File: src/hw/rtl/rpq_pkg.sv
`timescale 1ns / 1ps

package rpq_pkg;

  localparam int unsigned DEPTH     = 16;
  localparam int unsigned TIME_BITS = 32;
  localparam int unsigned CNT_W     = $clog2(DEPTH + 1);

  typedef enum logic [2:0] {
    CMD_QUERY   = 3'd0,
    CMD_ENQUEUE = 3'd1,
    CMD_REMOVE  = 3'd2,
    CMD_REQUEUE = 3'd3,
    CMD_CLEAR   = 3'd4
  } cmd_e;

  typedef enum logic [1:0] {
    ST_DONE  = 2'd0,
    ST_DUP   = 2'd1,
    ST_FULL  = 2'd2,
    ST_EMPTY = 2'd3
  } status_e;

  localparam logic [1:0] KIND_REGISTER  = 2'd0;
  localparam logic [1:0] KIND_HEARTBEAT = 2'd2;

  typedef struct packed {
    logic [15:0]          tag;
    logic [1:0]           kind;
    logic [2:0]           prio;
    logic [7:0]           retries;
    logic [31:0]          created;
    logic [TIME_BITS-1:0] retry_time;
  } task_t;

  typedef enum logic [1:0] {
    CELL_HOLD,
    CELL_INSERT,
    CELL_SHIFT
  } cell_op_e;

  // Broadcast to every cell of the chain in a cycle.
  typedef struct packed {
    cell_op_e op;
    task_t    new_task;
  } cell_ctrl_t;

endpackage

File: src/hw/rtl/retry_priority_task_queue.sv
`timescale 1ns / 1ps

// Channel  Handshake                  Payload
// in       in_valid_i / in_ready_o    command_i, task_*_i, now_ms_i, backoff_ms_i
// out      out_valid_o / out_ready_i  status_o, head_*_o, task_count_o
//
// Query, enqueue, remove and clear go from transfer through S_REPORT to the output register;
// requeue pulls the head on transfer, reinserts it in S_INSERT and then goes through S_REPORT.
// Every cell of the chain moves in the same cycle on each pull, shift or insert.
// Reset empties the queue at once; the cell contents are left as they are.
// A new command is taken only once the previous one has reached the output register.
// A stalled result waits in that register; the next command then runs up to it.

module retry_priority_task_queue (
  input  logic                          clk_i,
  input  logic                          rst_ni,
  input  logic                          in_valid_i,
  output logic                          in_ready_o,
  input  logic [2:0]                    command_i,
  input  logic [1:0]                    task_kind_i,
  input  logic [15:0]                   task_tag_i,
  input  logic [2:0]                    task_priority_i,
  input  logic [7:0]                    task_retries_i,
  input  logic [31:0]                   task_created_i,
  input  logic [rpq_pkg::TIME_BITS-1:0] task_retry_time_i,
  input  logic [rpq_pkg::TIME_BITS-1:0] now_ms_i,
  input  logic [31:0]                   backoff_ms_i,
  output logic                          out_valid_o,
  input  logic                          out_ready_i,
  output logic [1:0]                    status_o,
  output logic                          head_valid_o,
  output logic                          head_ready_o,
  output logic [15:0]                   head_tag_o,
  output logic [1:0]                    head_kind_o,
  output logic [2:0]                    head_priority_o,
  output logic [7:0]                    head_retries_o,
  output logic [31:0]                   head_created_o,
  output logic [rpq_pkg::TIME_BITS-1:0] head_retry_time_o,
  output logic [4:0]                    task_count_o
);

  typedef enum logic [1:0] {
    S_IDLE,
    S_INSERT,
    S_REPORT
  } state_e;

  state_e                          state_q;
  logic [rpq_pkg::CNT_W-1:0]       count_q;
  rpq_pkg::status_e                status_q;
  logic [rpq_pkg::TIME_BITS-1:0]   now_q;
  rpq_pkg::task_t                  pending_q;

  logic                            out_valid_q;
  rpq_pkg::status_e                out_status_q;
  logic                            out_head_valid_q;
  logic                            out_head_ready_q;
  rpq_pkg::task_t                  out_head_q;
  logic [4:0]                      out_count_q;

  rpq_pkg::cell_ctrl_t             ctrl;
  rpq_pkg::task_t                  in_task;
  rpq_pkg::task_t                  cell_task [rpq_pkg::DEPTH];
  logic [rpq_pkg::DEPTH-1:0]       occupied;
  logic [rpq_pkg::DEPTH-1:0]       after;
  logic [rpq_pkg::DEPTH-1:0]       kind_match;

  rpq_pkg::status_e                in_status;
  logic [rpq_pkg::CNT_W-1:0]       count_next;
  logic                            requeue_go;
  rpq_pkg::task_t                  requeue_task;

  logic in_fire;
  logic is_empty;
  logic is_full;
  logic dup;
  logic out_free;

  assign in_ready_o = (state_q == S_IDLE);
  assign in_fire    = in_valid_i && in_ready_o;
  assign is_empty   = (count_q == '0);
  assign is_full    = (count_q == rpq_pkg::CNT_W'(rpq_pkg::DEPTH));
  assign out_free   = !out_valid_q || out_ready_i;

  assign in_task.tag        = task_tag_i;
  assign in_task.kind       = task_kind_i;
  assign in_task.prio       = task_priority_i;
  assign in_task.retries    = task_retries_i;
  assign in_task.created    = task_created_i;
  assign in_task.retry_time = task_retry_time_i;

  // Only register and heartbeat tasks are unique per kind.
  assign dup = ((task_kind_i == rpq_pkg::KIND_REGISTER) ||
                (task_kind_i == rpq_pkg::KIND_HEARTBEAT)) && (|kind_match);

  always_comb begin
    in_status  = rpq_pkg::ST_DONE;
    count_next = count_q;
    case (rpq_pkg::cmd_e'(command_i))
      rpq_pkg::CMD_ENQUEUE: begin
        if (dup) begin
          in_status = rpq_pkg::ST_DUP;
        end else if (is_full) begin
          in_status = rpq_pkg::ST_FULL;
        end else begin
          count_next = count_q + 1'b1;
        end
      end
      rpq_pkg::CMD_REMOVE, rpq_pkg::CMD_REQUEUE: begin
        if (is_empty) begin
          in_status = rpq_pkg::ST_EMPTY;
        end else begin
          count_next = count_q - 1'b1;
        end
      end
      rpq_pkg::CMD_CLEAR: count_next = '0;
      default: ;
    endcase
  end

  assign requeue_go = (command_i == rpq_pkg::CMD_REQUEUE) && !is_empty;

  always_comb begin
    requeue_task            = cell_task[0];
    requeue_task.retries    = (cell_task[0].retries == 8'hFF) ?
                              8'hFF : cell_task[0].retries + 8'd1;
    requeue_task.retry_time = now_ms_i + rpq_pkg::TIME_BITS'(backoff_ms_i);
  end

  always_comb begin
    ctrl.op       = rpq_pkg::CELL_HOLD;
    ctrl.new_task = (state_q == S_INSERT) ? pending_q : in_task;
    if (state_q == S_INSERT) begin
      ctrl.op = rpq_pkg::CELL_INSERT;
    end else if (in_fire) begin
      case (rpq_pkg::cmd_e'(command_i))
        rpq_pkg::CMD_ENQUEUE: begin
          if (!dup && !is_full) begin
            ctrl.op = rpq_pkg::CELL_INSERT;
          end
        end
        rpq_pkg::CMD_REMOVE, rpq_pkg::CMD_REQUEUE: begin
          if (!is_empty) begin
            ctrl.op = rpq_pkg::CELL_SHIFT;
          end
        end
        default: ctrl.op = rpq_pkg::CELL_HOLD;
      endcase
    end
  end

  for (genvar i = 0; i < rpq_pkg::DEPTH; i++) begin : g_cell
    rpq_pkg::task_t left_task;
    rpq_pkg::task_t right_task;
    logic           left_after;

    assign occupied[i] = (rpq_pkg::CNT_W'(i) < count_q);

    if (i == 0) begin : g_first
      assign left_task  = cell_task[i];
      assign left_after = 1'b1;
    end else begin : g_mid
      assign left_task  = cell_task[i-1];
      assign left_after = after[i-1];
    end

    if (i == rpq_pkg::DEPTH - 1) begin : g_last
      assign right_task = cell_task[i];
    end else begin : g_inner
      assign right_task = cell_task[i+1];
    end

    rpq_cell u_cell (
      .clk_i        (clk_i),
      .ctrl_i       (ctrl),
      .occupied_i   (occupied[i]),
      .left_after_i (left_after),
      .left_task_i  (left_task),
      .right_task_i (right_task),
      .after_o      (after[i]),
      .kind_match_o (kind_match[i]),
      .task_o       (cell_task[i])
    );
  end

  always_ff @(posedge clk_i or negedge rst_ni) begin
    if (!rst_ni) begin
      state_q          <= S_IDLE;
      count_q          <= '0;
      status_q         <= rpq_pkg::ST_DONE;
      now_q            <= '0;
      pending_q        <= '0;
      out_valid_q      <= 1'b0;
      out_status_q     <= rpq_pkg::ST_DONE;
      out_head_valid_q <= 1'b0;
      out_head_ready_q <= 1'b0;
      out_head_q       <= '0;
      out_count_q      <= '0;
    end else begin
      // In S_REPORT the output register is handled below.
      if (out_ready_i && (state_q != S_REPORT)) begin
        out_valid_q <= 1'b0;
      end
      unique case (state_q)
        S_IDLE: begin
          if (in_fire) begin
            now_q    <= now_ms_i;
            status_q <= in_status;
            count_q  <= count_next;
            if (requeue_go) begin
              pending_q <= requeue_task;
              state_q   <= S_INSERT;
            end else begin
              state_q   <= S_REPORT;
            end
          end
        end
        S_INSERT: begin
          count_q <= count_q + 1'b1;
          state_q <= S_REPORT;
        end
        S_REPORT: begin
          if (out_free) begin
            out_valid_q      <= 1'b1;
            out_status_q     <= status_q;
            out_head_valid_q <= !is_empty;
            out_head_ready_q <= !is_empty && (now_q >= cell_task[0].retry_time);
            out_head_q       <= is_empty ? '0 : cell_task[0];
            out_count_q      <= 5'(count_q);
            state_q          <= S_IDLE;
          end
        end
        default: state_q <= S_IDLE;
      endcase
    end
  end

  assign out_valid_o       = out_valid_q;
  assign status_o          = out_status_q;
  assign head_valid_o      = out_head_valid_q;
  assign head_ready_o      = out_head_ready_q;
  assign head_tag_o        = out_head_q.tag;
  assign head_kind_o       = out_head_q.kind;
  assign head_priority_o   = out_head_q.prio;
  assign head_retries_o    = out_head_q.retries;
  assign head_created_o    = out_head_q.created;
  assign head_retry_time_o = out_head_q.retry_time;
  assign task_count_o      = out_count_q;

endmodule

File: src/hw/rtl/rpq_cell.sv
`timescale 1ns / 1ps

module rpq_cell (
  input  logic               clk_i,
  input  rpq_pkg::cell_ctrl_t ctrl_i,
  input  logic               occupied_i,
  input  logic               left_after_i,
  input  rpq_pkg::task_t     left_task_i,
  input  rpq_pkg::task_t     right_task_i,
  output logic               after_o,
  output logic               kind_match_o,
  output rpq_pkg::task_t     task_o
);

  rpq_pkg::task_t task_q, task_d;

  // The new task goes behind this entry when this entry's key is not larger.
  assign after_o = occupied_i &&
                   ((task_q.prio < ctrl_i.new_task.prio) ||
                    ((task_q.prio == ctrl_i.new_task.prio) &&
                     (task_q.retry_time <= ctrl_i.new_task.retry_time)));

  assign kind_match_o = occupied_i && (task_q.kind == ctrl_i.new_task.kind);

  always_comb begin
    task_d = task_q;
    case (ctrl_i.op)
      rpq_pkg::CELL_INSERT: begin
        if (!after_o) begin
          task_d = left_after_i ? ctrl_i.new_task : left_task_i;
        end
      end
      rpq_pkg::CELL_SHIFT: task_d = right_task_i;
      default: task_d = task_q;
    endcase
  end

  always_ff @(posedge clk_i) begin
    task_q <= task_d;
  end

  assign task_o = task_q;

endmodule
File: config.mk
export PLATFORM = sky130hd
export DESIGN_NAME = retry_priority_task_queue
export DESIGN_NICKNAME = d
export VERILOG_FILES = /design/src/hw/rtl/rpq_pkg.sv /design/src/hw/rtl/retry_priority_task_queue.sv /design/src/hw/rtl/rpq_cell.sv
export SDC_FILE = /design/constraint.sdc
export NUM_CORES = 2
export LEC_CHECK = 0
export BUFFER_PORTS_ARGS = -buffer_cell sky130_fd_sc_hd__buf_4
export CORE_MARGIN = 2
export CORE_UTILIZATION = 43
export CTS_CLUSTER_SIZE = 14
export DETAILED_ROUTE_END_ITERATION = 10
export PLACE_DENSITY = 0.69
export SYNTH_ARGS = -nofsm -noshare
export SYNTH_HDL_FRONTEND = slang
export SYNTH_HIERARCHICAL = 1
export SYNTH_SLANG_ARGS = --single-unit
File: constraint.sdc
create_clock -name clk_i -period 9.8 [get_ports clk_i]
set_input_delay 0.49 -clock clk_i [delete_from_list [all_inputs] [get_ports clk_i]]
set_output_delay 0.49 -clock clk_i [all_outputs]
set_load 0.01 [all_outputs]
==> run_results.csv <==
group,metric,value,unit
clocking,clk_path_buf_depth,3,
yosys,syn_area_per_cell,10.0,µm²
critical_path,rr_worst_depth,15,
clocking,clock-sinks,1725,
clocking,cts_inserted_buffers,180,
critical_path,cp.required,10.35,ns
floorplan,ioPinCount,268,
sta,finalSetupTns,0,ns
routing,num_vias,82600,
critical_path,cp_cell_sequence,"nand2b_4 > buf_4 > nand2_1 > nand2_1 > buf_4 > inv_1 > ha_1 > nand4_1 > nor4_1 > nand3_1 > nand2_1 > a21o_4 > buf_4 > mux2i_1 > o21ai_1",
routing,dr.pass1.iters,8,
critical_path,crit_end,"g_cell[15].u_cell/task_o[46]$_DFFE_PP_",
critical_path,startpoint,"state_q[1]$_DFFE_PN0P_",
worst_hold_path,min_path_type,"primary input to flop",
layout,nets,11200,
sta,relSlewSlack,1.98,%
critical_path,path_max_fanout,51,
power,vdd_ir_drop_max,0.203,mV
placed_design,numPortBuffers,267,
layout,seq_area,50600,µm²
sta,rsz0062_at_grt,"no",
placed_design,place_congestion,0.932,
layout,n_fill_cell,21800,
sta,finClkSkew,0.0577,ns
sta,fin_crit,6.75,ns
layout,antenna_cells,0,
global_route,met1_usage,34.0,%
sta,max_clock_freq,148,MHz
global_route,gr-max-usage-layer,"met2",
yosys,syn_inst,10300,
critical_path,crit_arrival,7.30,ns
global_route,grt_pass1_vias,81800,
floorplan,dieArea,245000,µm²
critical_path,endpoint_kind,"flop",
critical_path,r2r_end,"g_cell[15].u_cell/task_o[46]$_DFFE_PP_",
layout,drive_above_1_share,7.66,%
yosys,yosysWarningCount,6,
clocking,cts.clk_slew.worst_paths,0.06,ns
clocking,clock_latency,0.86,ns
routing,wl_per_cell,24.1,µm
yosys,netlist_area,104000,µm²
layout,multi_input_area,48500,µm²
critical_path,worst_path_largest_cell_delay,1.06,ns
power,p_per_area,232,nW/µm²
routing,drt_first_iter_violations,9083,
global_route,grt_remaining_overflow,0,
power,leakagePower,45.8,nW
critical_path,r2r_start,"state_q[1]$_DFFE_PN0P_",
critical_path,worst-setup-path-type,"flop to flop",
global_route,grt_pass1_wl,499000,µm
floorplan,coreArea,240000,µm²
clocking,h-tree-depth,4,
floorplan,row_count,180,
sta,tightest_slew,1.45,ns
global_route,grt_usage,26.1,%
clocking,cts_tree,"yes",
sta,slew_violations,0,
global_route,grt_max_degree,187,
sta,hold_viol_final,0,
critical_path,cp_num_buf_inv,4,
global_route,grt_util_met2,42.4,%
clocking,root_buffer,"clkbuf_16",
global_route,antenna_found_initial,2,
floorplan,die_h,495,µm
sta,period_share,68.9,%
floorplan,start_util,43.2,%
routing,vias_per_cell,6.01,
layout,areaGrowthSynthToFinish,11.1,%
layout,final_core_util,48.0,%
global_route,use_met3,4.03,%
critical_path,cp-start-kind,"flop",
routing,postRouteAntennaNets,0,
routing,drt_drc_violations_left,0,
critical_path,crit_family,"simple AND/OR/NAND/NOR gates",
sta,setup_viol,0,
critical_path,path_depth,15,
yosys,syn-num-nets,11100,
run_status,status,"finished, final reports clean",
floorplan,die_w,495,µm
placed_design,dpl.hpwl,222000,µm
critical_path,rrSetupSlack,3.05,ns
flow_run,cap_violations,0,
critical_path,slowest_stage,"nor4_1",
routing,routed_wirelength,331000,µm
==> per-layer routing <==
metal | vias to the layer above | routed length [µm]
met5 | - | 13
met4 | 2 | 18000
met3 | 755 | 29900
met2 | 4174 | 152000
met1 | 40600 | 131000
li1 | 37100 | -
==> worst reg2reg max path, cell delays in order (launching register included) <==
cell	delay, ns
dfrtp_1	0.55
nand2b_4	0.54
buf_4	0.54
nand2_1	0.14
nand2_1	0.36
buf_4	0.40
inv_1	0.14
ha_1	0.30
nand4_1	0.15
nor4_1	1.06
nand3_1	0.28
nand2_1	0.17
a21o_4	0.82
buf_4	0.64
mux2i_1	0.27
o21ai_1	0.10
==> area by class of cell <==
cell class	instances	share of cell area, %
flip-flops and latches	1725	43.9
repair buffers	459	3.43
clock buffers	248	4.35
clock inverters	90	0.796
well taps	3185	3.46
inverters	607	1.98
multi-input cells	7427	42.1
==> how the worst min path moves through the flow <==
| stage | endpoint | depth (start not counted) | start | slack, ns |
|---|---|---|---|---|
| 6_report | out_valid_o$_DFF_PN0_ | 3 | out_ready_i | 0.05 |
| 2_1_floorplan | count_q[0]$_DFFE_PN0P_ | 0 | rst_ni | 0.19 |
| 4_1_cts | out_valid_o$_DFF_PN0_ | 3 | out_ready_i | 0.009 |
| 3_5_place_dp | head_created_o[20]$_DFFE_PN0P_ | 1 | rst_ni | 0.44 |
| 3_3_place_gp | head_created_o[26]$_DFFE_PN0P_ | 1 | rst_ni | 0.44 |
| 5_1_grt | out_valid_o$_DFF_PN0_ | 3 | out_ready_i | 0.03 |
==> power breakdown <==
group / leakage [nW] / switching (mW) / total [mW] / internal, mW
Clock: 2.90 / 3.12 / 7.03 / 3.90
Sequential: 16.6 / 0.819 / 10.6 / 9.80
Combinational: 26.4 / 5.55 / 9.09 / 3.53
==> state kept, by name, indices dropped and copies added (netlist names), 2 cells and up <==
name,cells
task_count_o,5
head_created_o,32
status_o,2
g_cell.u_cell/task_o,1488
now_q,32
head_retry_time_o,32
state_q,2
count_q,5
status_q,2
head_kind_o,2
head_priority_o,3
head_retries_o,8
head_tag_o,16
pending_q,93
==> repair_timing <==
action	4_1_cts	5_1_grt
gates resized for setup	0	0
hold buffers	38	0
hold endpoints to repair	86	0
buffers inserted	0	0
==> cell usage in the layout (no fill, tap or decap), types with 17 or more instances in the layout <==
master / instances
dfrtp_1: 237
a21oi_1: 256
nand2b_1: 40
nand4_1: 131
nor4_1: 37
clkbuf_1: 48
buf_12: 32
nand3b_1: 19
mux2i_1: 1492
a21boi_1: 19
o31ai_1: 57
nand2_1: 2389
dlygate4sd3_1: 38
buf_4: 388
o21ai_1: 1287
nand3_1: 82
a211oi_2: 17
nor2_1: 84
nor2b_1: 54
clkbuf_16: 185
o311ai_1: 17
ha_1: 627
and3_1: 41
nor3_1: 23
o211ai_1: 40
a21o_1: 40
inv_1: 606
a21boi_0: 20
edfxtp_1: 1488
o21ai_0: 385
clkinv_2: 42
xnor2_1: 43
==> per-stage QoR <==
step           hold slack, ns  worst slack, ns  power, mW  cells  area (µm²)
2_1_floorplan           0.194            0.941       16.8  10300      104000
4_1_cts               0.00931             3.30       26.6  13700      115000
3_3_place_gp            0.441             3.40       19.2  13400      109000
3_5_place_dp            0.444             3.30       19.6  13400      109000
5_1_grt                0.0315             2.92       27.8  13700      115000
6_report               0.0459             3.05       26.7  13700      115000
(Power assumes the default switching activity.)
